$ cat config.mk
export PLATFORM = sky130hd
export DESIGN_NAME = utf8_unit_segmenter_flat
export DESIGN_NICKNAME = d
export VERILOG_FILES = /design/src/design/u8seg_pkg.sv /design/src/design/u8seg_if.sv /design/src/design/utf8_unit_segmenter.sv /design/src/flat_wrapper.sv
export SDC_FILE = /design/constraint.sdc
export NUM_CORES = 1
export LEC_CHECK = 0
export BUFFER_PORTS_ARGS = -buffer_cell sky130_fd_sc_hd__buf_2
export CAP_MARGIN = 20
export CORE_AREA = 3 3 149 165
export CTS_BUF_LIST = sky130_fd_sc_hd__clkbuf_4 sky130_fd_sc_hd__clkbuf_8
export DETAILED_ROUTE_END_ITERATION = 8
export DIE_AREA = 0 0 152 168
export MAX_ROUTING_LAYER = met4
export PLACE_DENSITY = 0.6
export SLEW_MARGIN = 10
export SYNTH_ARGS = -nofsm -noshare
export SYNTH_HDL_FRONTEND = slang
export SYNTH_SLANG_ARGS = --single-unit
export TNS_END_PERCENT = 100
$ cat constraint.sdc
create_clock -name clock -period 3.8 [get_ports clock]
set_clock_uncertainty 0.15 [all_clocks]
set_input_delay 0 -clock clock [delete_from_list [all_inputs] [get_ports clock]]
set_output_delay 0 -clock clock [all_outputs]
set_load 0.005 [all_outputs]
$ cat src/design/u8seg_pkg.sv
`timescale 1ns / 1ps
// ----------------------------------------------------------------------------
// UTF-8 unit segmenter package
// Types, constants and byte classification functions shared by the design.
// ----------------------------------------------------------------------------
package u8seg_pkg;

   localparam int MAX_UNIT_BYTES = 4;
   localparam logic [7:0] REPLACEMENT_BYTE = 8'h80;

   // Output buffer: up to two results enter per request, one leaves per cycle while the response side is ready.
   localparam int OUT_DEPTH = 4;
   localparam int OUT_PTR_W = $clog2(OUT_DEPTH);
   localparam int OUT_CNT_W = $clog2(OUT_DEPTH + 1);

   typedef enum logic {
      CMD_BYTE  = 1'b0,
      CMD_FLUSH = 1'b1
   } command_type;

   typedef struct packed {
      logic [31:0] unit_bytes;
      logic [2:0]  unit_length;
      logic        replacement;
      logic        last_result;
   } rsp_item_type;

   // Length announced by a lead byte; anything else is a single-byte unit.
   function automatic logic [2:0] lead_length(input logic [7:0] b);
      logic [2:0] len;
      len = 3'd1;
      if (b[7:5] == 3'b110) begin
         len = 3'd2;
      end else if (b[7:4] == 4'b1110) begin
         len = 3'd3;
      end else if (b[7:3] == 5'b11110) begin
         len = 3'd4;
      end
      return len;
   endfunction

   function automatic logic is_continuation(input logic [7:0] b);
      return b[7:6] == 2'b10;
   endfunction

endpackage

$ cat src/design/u8seg_if.sv
`timescale 1ns / 1ps
// ----------------------------------------------------------------------------
// UTF-8 unit segmenter channels
// Valid/ready request and response channels of the segmenter.
// ----------------------------------------------------------------------------
interface u8seg_req_if;
   logic       valid;
   logic       ready;
   logic       command;
   logic [7:0] data_byte;
   logic       last_of_call;

   modport source (output valid, output command, output data_byte, output last_of_call,
                   input ready);
   modport sink   (input valid, input command, input data_byte, input last_of_call,
                   output ready);
endinterface

interface u8seg_rsp_if;
   logic        valid;
   logic        ready;
   logic [31:0] unit_bytes;
   logic [2:0]  unit_length;
   logic        replacement;
   logic        last_result;

   modport source (output valid, output unit_bytes, output unit_length,
                   output replacement, output last_result, input ready);
   modport sink   (input valid, input unit_bytes, input unit_length,
                   input replacement, input last_result, output ready);
endinterface

$ cat src/design/utf8_unit_segmenter.sv
`timescale 1ns / 1ps
// ----------------------------------------------------------------------------
// UTF-8 unit segmenter
// Cuts a byte stream into UTF-8 units by lead-byte class and holds open
// tails across chunk ends, replacing interrupted tails by one marker.
// ----------------------------------------------------------------------------
//
//   channel  dir  handshake      payload
//   req_ch   in   valid/ready    command, data_byte, last_of_call
//   rsp_ch   out  valid/ready    unit_bytes, unit_length, replacement,
//                                last_result
//
// A request is classified and its results are written into a four-entry
// output buffer in the cycle it is accepted, so one request per cycle is
// taken as long as the buffer keeps room for two results.
// The buffer drains one response per cycle while rsp_ch.ready is high; the two
// results of one request leave one after the other through the single read port.
// The first response of a request is read from the registered output buffer, behind any responses already in it.
// Reset is synchronous and empties the buffer and closes any open unit.
// A stalled response side fills the buffer and then drops req_ch.ready.
// ----------------------------------------------------------------------------
module utf8_unit_segmenter (
   input logic        clock,
   input logic        reset,
   u8seg_req_if.sink   req_ch,
   u8seg_rsp_if.source rsp_ch
);

   // Open unit state. The held bytes are only read below the held count, so
   // they need no reset.
   logic [7:0] held_bytes_ff [u8seg_pkg::MAX_UNIT_BYTES];
   logic [2:0] held_count_ff, held_count_in;
   logic [2:0] expected_length_ff, expected_length_in;
   logic       carried_over_ff, carried_over_in;

   logic       held_wr_en;
   logic [1:0] held_wr_idx;

   // Output buffer, written at up to two places and read at its head.
   u8seg_pkg::rsp_item_type out_buf_ff [u8seg_pkg::OUT_DEPTH];
   logic [u8seg_pkg::OUT_PTR_W-1:0] wr_ptr_ff, wr_ptr_in;
   logic [u8seg_pkg::OUT_PTR_W-1:0] rd_ptr_ff, rd_ptr_in;
   logic [u8seg_pkg::OUT_CNT_W-1:0] count_ff, count_in;

   logic       req_accept;
   logic       rsp_pop;
   logic       is_cont;
   logic [2:0] lead_len;
   logic [2:0] held_count_inc;
   logic [31:0] pack_open;
   logic [31:0] pack_done;

   u8seg_pkg::rsp_item_type res0, res1;
   logic [1:0] num_res;

   // Accept only while two result slots are free, whatever the request causes.
   assign req_ch.ready = count_ff <= u8seg_pkg::OUT_CNT_W'(u8seg_pkg::OUT_DEPTH - 2);
   assign req_accept   = req_ch.valid && req_ch.ready;

   assign is_cont        = u8seg_pkg::is_continuation(req_ch.data_byte);
   assign lead_len       = u8seg_pkg::lead_length(req_ch.data_byte);
   assign held_count_inc = held_count_ff + 3'd1;

   // Packed forms of the open unit: as it stands, and completed by the
   // incoming continuation byte. Unused high bytes read as zero.
   always_comb begin
      for (int i = 0; i < u8seg_pkg::MAX_UNIT_BYTES; i++) begin
         pack_open[8*i +: 8] = (3'(i) < held_count_ff) ? held_bytes_ff[i] : 8'h00;
         if (3'(i) < held_count_ff) begin
            pack_done[8*i +: 8] = held_bytes_ff[i];
         end else if (3'(i) == held_count_ff) begin
            pack_done[8*i +: 8] = req_ch.data_byte;
         end else begin
            pack_done[8*i +: 8] = 8'h00;
         end
      end
   end

   // Segmentation of one request. The results are compacted into res0 and
   // res1; num_res tells how many are real.
   always_comb begin
      logic take_lead;
      u8seg_pkg::rsp_item_type repl_item;
      u8seg_pkg::rsp_item_type byte_item;

      repl_item = '{unit_bytes: {24'h0, u8seg_pkg::REPLACEMENT_BYTE}, unit_length: 3'd1,
                    replacement: 1'b1, last_result: 1'b0};
      byte_item = '{unit_bytes: {24'h0, req_ch.data_byte}, unit_length: 3'd1,
                    replacement: 1'b0, last_result: 1'b0};

      take_lead          = 1'b0;
      held_count_in      = held_count_ff;
      expected_length_in = expected_length_ff;
      carried_over_in    = carried_over_ff;
      held_wr_en         = 1'b0;
      held_wr_idx        = 2'd0;
      res0               = '0;
      res1               = '0;
      num_res            = 2'd0;

      if (req_accept) begin
         if (req_ch.command == u8seg_pkg::CMD_FLUSH) begin
            // A flush replaces whatever unit is open, in or across chunks.
            if (held_count_ff != 3'd0) begin
               res0               = repl_item;
               num_res            = 2'd1;
               held_count_in      = 3'd0;
               expected_length_in = 3'd1;
               carried_over_in    = 1'b0;
            end
         end else begin
            take_lead = 1'b1;
            if (held_count_ff != 3'd0) begin
               if (is_cont && (held_count_ff < expected_length_ff)) begin
                  // Continuation extends the open unit.
                  take_lead   = 1'b0;
                  held_wr_en  = 1'b1;
                  held_wr_idx = held_count_ff[1:0];
                  if (held_count_inc >= expected_length_ff) begin
                     res0 = '{unit_bytes: pack_done, unit_length: held_count_inc,
                              replacement: 1'b0, last_result: 1'b0};
                     num_res            = 2'd1;
                     held_count_in      = 3'd0;
                     expected_length_in = 3'd1;
                     carried_over_in    = 1'b0;
                  end else begin
                     held_count_in = held_count_inc;
                     if (req_ch.last_of_call) begin
                        carried_over_in = 1'b1;
                     end
                  end
               end else begin
                  // Interrupted: a tail from an earlier chunk becomes one marker,
                  // a partial unit of this chunk goes out as it stands.
                  if (carried_over_ff) begin
                     res0 = repl_item;
                  end else begin
                     res0 = '{unit_bytes: pack_open, unit_length: held_count_ff,
                              replacement: 1'b0, last_result: 1'b0};
                  end
                  num_res            = 2'd1;
                  held_count_in      = 3'd0;
                  expected_length_in = 3'd1;
                  carried_over_in    = 1'b0;
               end
            end

            if (take_lead) begin
               if (lead_len == 3'd1) begin
                  if (num_res == 2'd0) begin
                     res0 = byte_item;
                  end else begin
                     res1 = byte_item;
                  end
                  num_res = num_res + 2'd1;
               end else begin
                  held_wr_en         = 1'b1;
                  held_wr_idx        = 2'd0;
                  held_count_in      = 3'd1;
                  expected_length_in = lead_len;
                  carried_over_in    = req_ch.last_of_call;
               end
            end
         end
      end

      res0.last_result = (num_res == 2'd1);
      res1.last_result = 1'b1;
   end

   // Open unit registers.
   always_ff @(posedge clock) begin
      if (reset) begin
         held_count_ff      <= 3'd0;
         expected_length_ff <= 3'd1;
         carried_over_ff    <= 1'b0;
      end else begin
         held_count_ff      <= held_count_in;
         expected_length_ff <= expected_length_in;
         carried_over_ff    <= carried_over_in;
      end
   end

   always_ff @(posedge clock) begin
      if (held_wr_en) begin
         held_bytes_ff[held_wr_idx] <= req_ch.data_byte;
      end
   end

   // Output buffer control.
   assign rsp_pop = rsp_ch.valid && rsp_ch.ready;

   always_comb begin
      wr_ptr_in = wr_ptr_ff + u8seg_pkg::OUT_PTR_W'(num_res);
      rd_ptr_in = rd_ptr_ff + u8seg_pkg::OUT_PTR_W'(rsp_pop);
      count_in  = count_ff + u8seg_pkg::OUT_CNT_W'(num_res)
                  - u8seg_pkg::OUT_CNT_W'(rsp_pop);
   end

   always_ff @(posedge clock) begin
      if (reset) begin
         wr_ptr_ff <= '0;
         rd_ptr_ff <= '0;
         count_ff  <= '0;
      end else begin
         wr_ptr_ff <= wr_ptr_in;
         rd_ptr_ff <= rd_ptr_in;
         count_ff  <= count_in;
      end
   end

   always_ff @(posedge clock) begin
      if (num_res != 2'd0) begin
         out_buf_ff[wr_ptr_ff] <= res0;
      end
      if (num_res == 2'd2) begin
         out_buf_ff[wr_ptr_ff + u8seg_pkg::OUT_PTR_W'(1)] <= res1;
      end
   end

   assign rsp_ch.valid       = count_ff != '0;
   assign rsp_ch.unit_bytes  = out_buf_ff[rd_ptr_ff].unit_bytes;
   assign rsp_ch.unit_length = out_buf_ff[rd_ptr_ff].unit_length;
   assign rsp_ch.replacement = out_buf_ff[rd_ptr_ff].replacement;
   assign rsp_ch.last_result = out_buf_ff[rd_ptr_ff].last_result;

endmodule

$ cat src/flat_wrapper.sv
// flat-port wrapper written by rule: the top's interface ports become plain ports
module utf8_unit_segmenter_flat 
  (clock, reset, req_ch_valid, req_ch_command, req_ch_data_byte, req_ch_last_of_call, req_ch_ready, rsp_ch_valid, rsp_ch_unit_bytes, rsp_ch_unit_length, rsp_ch_replacement, rsp_ch_last_result, rsp_ch_ready);
  u8seg_req_if req_ch_i ();
  u8seg_rsp_if rsp_ch_i ();
  input logic clock;
  input logic reset;
  input wire logic [$bits(req_ch_i.valid)-1:0] req_ch_valid;
  input wire logic [$bits(req_ch_i.command)-1:0] req_ch_command;
  input wire logic [$bits(req_ch_i.data_byte)-1:0] req_ch_data_byte;
  input wire logic [$bits(req_ch_i.last_of_call)-1:0] req_ch_last_of_call;
  output wire logic [$bits(req_ch_i.ready)-1:0] req_ch_ready;
  output wire logic [$bits(rsp_ch_i.valid)-1:0] rsp_ch_valid;
  output wire logic [$bits(rsp_ch_i.unit_bytes)-1:0] rsp_ch_unit_bytes;
  output wire logic [$bits(rsp_ch_i.unit_length)-1:0] rsp_ch_unit_length;
  output wire logic [$bits(rsp_ch_i.replacement)-1:0] rsp_ch_replacement;
  output wire logic [$bits(rsp_ch_i.last_result)-1:0] rsp_ch_last_result;
  input wire logic [$bits(rsp_ch_i.ready)-1:0] rsp_ch_ready;
  assign req_ch_i.valid = req_ch_valid;
  assign req_ch_i.command = req_ch_command;
  assign req_ch_i.data_byte = req_ch_data_byte;
  assign req_ch_i.last_of_call = req_ch_last_of_call;
  assign req_ch_ready = req_ch_i.ready;
  assign rsp_ch_valid = rsp_ch_i.valid;
  assign rsp_ch_unit_bytes = rsp_ch_i.unit_bytes;
  assign rsp_ch_unit_length = rsp_ch_i.unit_length;
  assign rsp_ch_replacement = rsp_ch_i.replacement;
  assign rsp_ch_last_result = rsp_ch_i.last_result;
  assign rsp_ch_i.ready = rsp_ch_ready;
  utf8_unit_segmenter u_core (.clock(clock), .reset(reset), .req_ch(req_ch_i), .rsp_ch(rsp_ch_i));
endmodule
==> reports/summary.txt, run 1 <==
WHS Endpoint: u_core.count_ff[1]$_SDFF_PP0_
Pleak: 3.74 nW
Clk pwr share: 30.6%
layout cell share with drive strength beyond 1: 21.8%
Worst Slack Setup Final: 269 ps
Met1 Wirelength: 11.8 mm
top layer in use: met4
DRT Wirelength: 26.0 mm
WL per Instance: 19.9 um
vias: 7444
asr flop ratio synth: 0%
Worst-path clk slew: 110 ps
status: finished, final reports clean
vias in the first global route: 7011
Cells after Synth: 918
Buf/Inv on CP: 2
PortBufs: 52
Die Span X: 152 um
post-synth cell types: 59
ant diodes: 0
FF-to-FF setup slack: 270 ps
endpoints failing setup: 0
drt drc: 0
Vias/cell: 5.70
Yosys top cell area share: 27.4%
Mapped Nets: 946
worst-skew pair later-pin latency: 470 ps
R2R cell count: 16
initial antenna violation count: 0
top post-synthesis cells by area: dfxtp_1, edfxtp_1, mux4_2, nand2_1, nand3_1
Top FF cell, synth: dfxtp_1
Setup CP Type: reg -> reg
syn_area_per_cell: 10.0 um2
dominant cell type by area after synthesis: dfxtp_1
DIE AREA: 25500 um2
Yosys reg bits: 194
Syn-to-layout area delta: 17.0%
first-pass GRT wire length: 40.5 mm
drt pass-1 iters: 5
Initial DRC Count: 743
# rows: 58
worst rel slew slack: 40.2%
gr usage total: 20.5%
combinational fraction of design power: 18.6%
Die Y: 168 um
PD cells: 418 nW/um2
sequential fraction of the synthesis area: 49.7%
Int Power: 0.00311 W
Reg area: 4570 um2
Hold WS: 284 ps
Max Slew Vio Count: 0
hold depth: 3
synthesized area: 9190 um2
Final Cycle Share: 92.9%
maxcap violations: 0
delay-heaviest family, CP: adder cells
peak supply drop: 196 uV
final-report hold violation count: 0
cells along the critical path: inv_1, ha_1, ha_1, nand2_1, o21ai_4, nor3_4, nor2_1, ha_1, nand4_1, a21oi_2, inv_2, ha_1, fa_1, xnor2_1, xnor2_1, nor2_1
pre-CTS setup slack: 125 ps
design area: 10800 um2
worst hold path startpoint: reset
Min-Delay Path Class: in -> reg
Cell Area, Placed: 10100 um2
reg-to-reg endpoint: u_core.count_ff[2]$_SDFF_PP0_
R2R Path Start: u_core.held_count_ff[1]$_SDFFE_PP0P_
Post-synth EDFFs: 68
Sw Pwr: 0.00139 W
critical path arrival: 3750 ps
sequential share of power: 50.9%
number of CTS-inserted buffers: 17
metal3 WL: 1.44 mm
clock period minus worst slack: 3530 ps
pin count of the biggest net entering global routing: 51
slew at the pin closest to its max-slew limit: 895 ps
Crit path required time: 4020 ps
routed wl met2: 12.4 mm
clock tree sinks: 194
clk root buf: clkbuf_8
Max clock buf depth: 2
Largest stage delay, worst path: 430 ps
core area: 22900 um2
multi-input logic area: 4350 um2
Ports: 53
H-tree levels: 4
Initial Util: 40.1%
total grt overflow: 0
Final ANT Viol Nets: 0
Synth Warn #: 0
CP max stage cell: fa_1
Final Wtd Congestion: 0.906
Max Fclk: 0.283 GHz
CTS tree: done
Most Frequent Cell on Critical Path: ha_1
# fillers: 2176
hpwl dp: 17.5 mm
critical path launch point type: flip-flop
RSZ-0062 raised after global routing: false
Sw Share: 30.9%
CP Capture Type: flip-flop
Layout Nets: 1021
CP Max Fanout: 6
-- cell families (layout without fill, tap and decap cells) --
family / count (synthesis) / in the layout / share of synthesized area [%]
fa+ha+maj: 14 / 14 / 1.99
mux: 37 / 37 / 9.06
buf+inv: 84 / 172 / 3.92
xor+xnor: 8 / 8 / 0.762
flops: 194 / 194 / 49.7
compound gates: 204 / 204 / 15.8
simple gates: 377 / 377 / 18.8
-- layout by cell type, fill, tap and decap left out, types with 24 or more instances in the layout --
cell type and instances:
a21oi_1 50, buf_2 52, buf_4 46, dfxtp_1 122, edfxtp_1 68, mux4_2 37, nand2_1 190, nand3_1 87
nor2_1 24, o21ai_0 48, o2bb2ai_1 30
-- layer usage --
layer	up-vias	global-route usage (%)
met2	242	32.6
met3	23	3.39
met5	-	-
met1	3629	28.1
li1	3550	-
met4	0	4.26
-- sequential cells by signal, summed over array words and instances (netlist names) --
register / flops
u_core.out_buf_ff: 148
u_core.expected_length_ff: 3
u_core.held_bytes_ff: 32
u_core.wr_ptr_ff: 2
u_core.carried_over_ff: 1
u_core.rd_ptr_ff: 2
u_core.count_ff: 3
u_core.held_count_ff: 3
-- cells in the mapped netlist, drive strengths merged (8+ instances only) --
library cell,n
o21ai,55
dfxtp,126
a32oi,9
nor4,11
a21oi,52
nand4,19
ha,13
o2bb2ai,30
inv,12
mux4,37
edfxtp,68
and3,12
nand2,194
o31ai,16
nand3,87
a2111oi,11
nor2,26
nor3,8
clkbuf,42
buf,30
-- worst min-delay path, cell delays in order --
cell and delay, ps:
dlygate4sd3_1 530, buf_2 230, nor2_1 120
-- per-stage QoR --
| step | TNS (ps) | std cells | total power (W) | utilization, % |
|---|---|---|---|---|
| floorplan | -11.0 | 918 | 0.00286 | - |
| global placement | 0 | 1251 | 0.00313 | 44.0 |
| detailed placement | 0 | 1253 | 0.00314 | 44.0 |
| CTS | 0 | 1299 | 0.00452 | 46.4 |
| global route | 0 | 1306 | 0.00469 | 46.9 |
| finish | 0 | 1306 | 0.00450 | 46.9 |
-- power by group through the flow --
stage,combinational [W],clock (W),sequential (W)
5_1_grt,0.000907,0.00149,0.00230
3_3_place_gp,0.000798,0,0.00233
4_1_cts,0.000816,0.00141,0.00229
6_report,0.000835,0.00138,0.00229
2_1_floorplan,0.000576,0,0.00229
3_5_place_dp,0.000804,0,0.00234
-- timing repair --
item | 4_1_cts | 5_1_grt
endpoints found under the hold margin | 79 | 0
resized for setup | 0 | 5
endpoints found under the setup margin | 0 | 91
hold buffers | 14 | 0
buffers inserted | 0 | 4
-- worst max path at each step --
stage | end | cells after the start | startpoint
2_1_floorplan | u_core.count_ff[2]$_SDFF_PP0_ | 19 | u_core.held_count_ff[2]$_SDFFE_PP0P_
3_3_place_gp | u_core.out_buf_ff[0][6]$_DFFE_PP_ | 14 | u_core.held_count_ff[0]$_SDFFE_PP0P_
3_5_place_dp | u_core.out_buf_ff[0][6]$_DFFE_PP_ | 14 | u_core.held_count_ff[0]$_SDFFE_PP0P_
4_1_cts | u_core.out_buf_ff[0][2]$_DFFE_PP_ | 14 | u_core.held_count_ff[0]$_SDFFE_PP0P_
5_1_grt | u_core.count_ff[2]$_SDFF_PP0_ | 16 | u_core.held_count_ff[1]$_SDFFE_PP0P_
6_report | u_core.count_ff[2]$_SDFF_PP0_ | 16 | u_core.held_count_ff[1]$_SDFFE_PP0P_
-- cell type report --
| cell class | count | share of cell area [%] |
|---|---|---|
| multi-input combinational | 640 | 40.4 |
| tap | 300 | 3.49 |
| sequential | 194 | 42.5 |
| inverter | 12 | 0.419 |
| timing repair buffer | 128 | 9.37 |
| clock inverter | 15 | 1.63 |
| clock buffer | 17 | 2.17 |
Power figures use the tool's default switching activity.
==> inputs of run 2 (changes only) <==
--- a/config.mk
+++ b/config.mk
@@ -12,7 +12,8 @@
 export DETAILED_ROUTE_END_ITERATION = 8
 export DIE_AREA = 0 0 152 168
 export MAX_ROUTING_LAYER = met4
-export PLACE_DENSITY = 0.6
+export PLACE_DENSITY = 0.58
+export RECOVER_POWER = 25
 export SLEW_MARGIN = 10
 export SYNTH_ARGS = -nofsm -noshare
 export SYNTH_HDL_FRONTEND = slang
==> constraint.sdc (replaced) <==
create_clock -name clock -period 4.1 [get_ports clock]
set_clock_uncertainty 0.15 [all_clocks]
set_input_delay 0 -clock clock [delete_from_list [all_inputs] [get_ports clock]]
set_output_delay 0 -clock clock [all_outputs]
set_load 0.005 [all_outputs]
==> reports/summary.txt, run 2 (synthesis gave the netlist of run 1 again) <==
RSZ-0062 raised after global routing: false
WL per Instance: 20.2 um
top layer in use: met4
Setup CP Type: reg -> reg
Pleak: 3.59 nW
Largest regs: u_core.out_buf_ff x148, u_core.held_bytes_ff x32
Setup Buffers After CTS: 0
initial antenna violation count: 0
hold depth: 3
Max Slew Vio Count: 0
Max clock buf depth: 2
Initial DRC Count: 605
final-report hold violation count: 0
endpoints failing setup: 0
slew at the pin closest to its max-slew limit: 1360 ps
hpwl dp: 17.7 mm
drt drc: 0
WHS Endpoint: u_core.count_ff[1]$_SDFF_PP0_
worst-skew pair later-pin latency: 480 ps
Layout Nets: 1017
CTS tree: done
setup_tns: 0 ps
# rows: 58
Hold WS: 285 ps
DIE AREA: 25500 um2
DRT Wirelength: 26.3 mm
worst hold path startpoint: reset
R2R cell count: 16
Ports: 53
PortBufs: 52
Worst-path clk slew: 100 ps
peak supply drop: 192 uV
Final Wtd Congestion: 0.971
reg-to-reg endpoint: u_core.count_ff[2]$_SDFF_PP0_
commonest non-fill, non-tap cell in the layout: nand2_1
Min-Delay Path Class: in -> reg
PD cells: 397 nW/um2
worst rel slew slack: 9.14%
layout cell share with drive strength beyond 1: 17.9%
clock tree sinks: 194
R2R Path Start: u_core.held_count_ff[1]$_SDFFE_PP0P_
max FFs per register: 148
Largest Register: u_core.out_buf_ff
vias: 7489
Die Y: 168 um
core area: 22900 um2
Initial Util: 40.1%
clock period minus worst slack: 3770 ps
metal3 WL: 1.58 mm
CP Capture Type: flip-flop
Final Cycle Share: 92.0%
critical path arrival: 3990 ps
routed wl met2: 11.7 mm
Final ANT Viol Nets: 0
vias in the first global route: 7114
status: finished, final reports clean
Met1 Wirelength: 12.2 mm
most frequent cells in the layout: nand2_1, dfxtp_1, nand3_1
Die Span X: 152 um
Vias/cell: 5.75
Syn-to-layout area delta: 14.8%
total grt overflow: 0
number of CTS-inserted buffers: 17
Crit path required time: 4320 ps
Max Fclk: 0.265 GHz
FF-to-FF setup slack: 330 ps
H-tree levels: 4
gr usage total: 21.1%
maxcap violations: 0
first-pass GRT wire length: 41.3 mm
clk root buf: clkbuf_8
CP Max Fanout: 6
pin count of the biggest net entering global routing: 57
critical path launch point type: flip-flop
drt pass-1 iters: 5
run 2: final cells by class:
cell class | count | area, um2
Inverter | 12 | 45.0
Sequential cell | 194 | 4570
Clock inverter | 13 | 160
Antenna cell | 1 | 2.50
Tap cell | 300 | 375
Clock buffer | 19 | 262
Multi-Input combinational cell | 640 | 4330
Timing Repair Buffer | 124 | 812
Fill cell | 2245 | 12400
run 2: layer usage:
| layer | up-vias | GRT usage [%] |
|---|---|---|
| met5 | - | - |
| met4 | 0 | 7.66 |
| met3 | 61 | 3.65 |
| met2 | 279 | 30.7 |
| met1 | 3604 | 29.7 |
| li1 | 3545 | - |
run 2: critical path, cell delays in order (launching register included):
cell     delay, ps
dfxtp_1        410
inv_1          120
ha_1           330
ha_1           290
nand2_1         70
o21ai_1        270
nor3_4          60
nor2_1         180
ha_1           180
nand4_1        150
a21oi_1        200
inv_1          140
ha_1           320
fa_1           440
xnor2_1        180
xnor2_1        130
nor2_1          50
run 2: through the flow:
stage	instances	area (um2)	setup slack (ps)	total power [W]	utilization [%]
2_1_floorplan	918	9210	82.1	0.00265	-
3_3_place_gp	1255	10000	370	0.00289	43.6
3_5_place_dp	1255	10000	280	0.00289	43.6
4_1_cts	1302	10600	253	0.00423	46.1
5_1_grt	1302	10500	56.2	0.00437	46.0
6_report	1303	10500	328	0.00419	46.0
run 2: how the worst max path moves through the flow:
stage | startpoint | end | slack (ps)
after floorplan | u_core.held_count_ff[0]$_SDFFE_PP0P_ | u_core.count_ff[2]$_SDFF_PP0_ | 80
after global placement | u_core.held_count_ff[0]$_SDFFE_PP0P_ | u_core.out_buf_ff[2][11]$_DFFE_PP_ | 370
after detailed placement | u_core.held_count_ff[0]$_SDFFE_PP0P_ | u_core.count_ff[2]$_SDFF_PP0_ | 280
after CTS | u_core.held_count_ff[0]$_SDFFE_PP0P_ | u_core.out_buf_ff[2][9]$_DFFE_PP_ | 250
after global routing | u_core.held_count_ff[1]$_SDFFE_PP0P_ | u_core.count_ff[2]$_SDFF_PP0_ | 60
final | u_core.held_count_ff[1]$_SDFFE_PP0P_ | u_core.count_ff[2]$_SDFF_PP0_ | 330
run 2: what timing repair did:
action,in CTS,in global routing
gates resized for setup,0,3
endpoints found under the setup margin,0,16
hold buffers,15,0
hold endpoints to repair,86,0
run 2: report_power, final:
part	switching, W	total [W]	internal [W]
sequential	0.0000678	0.00212	0.00205
clock	0.000740	0.00134	0.000599
combinational	0.000416	0.000726	0.000310
total	0.00122	0.00419	0.00296
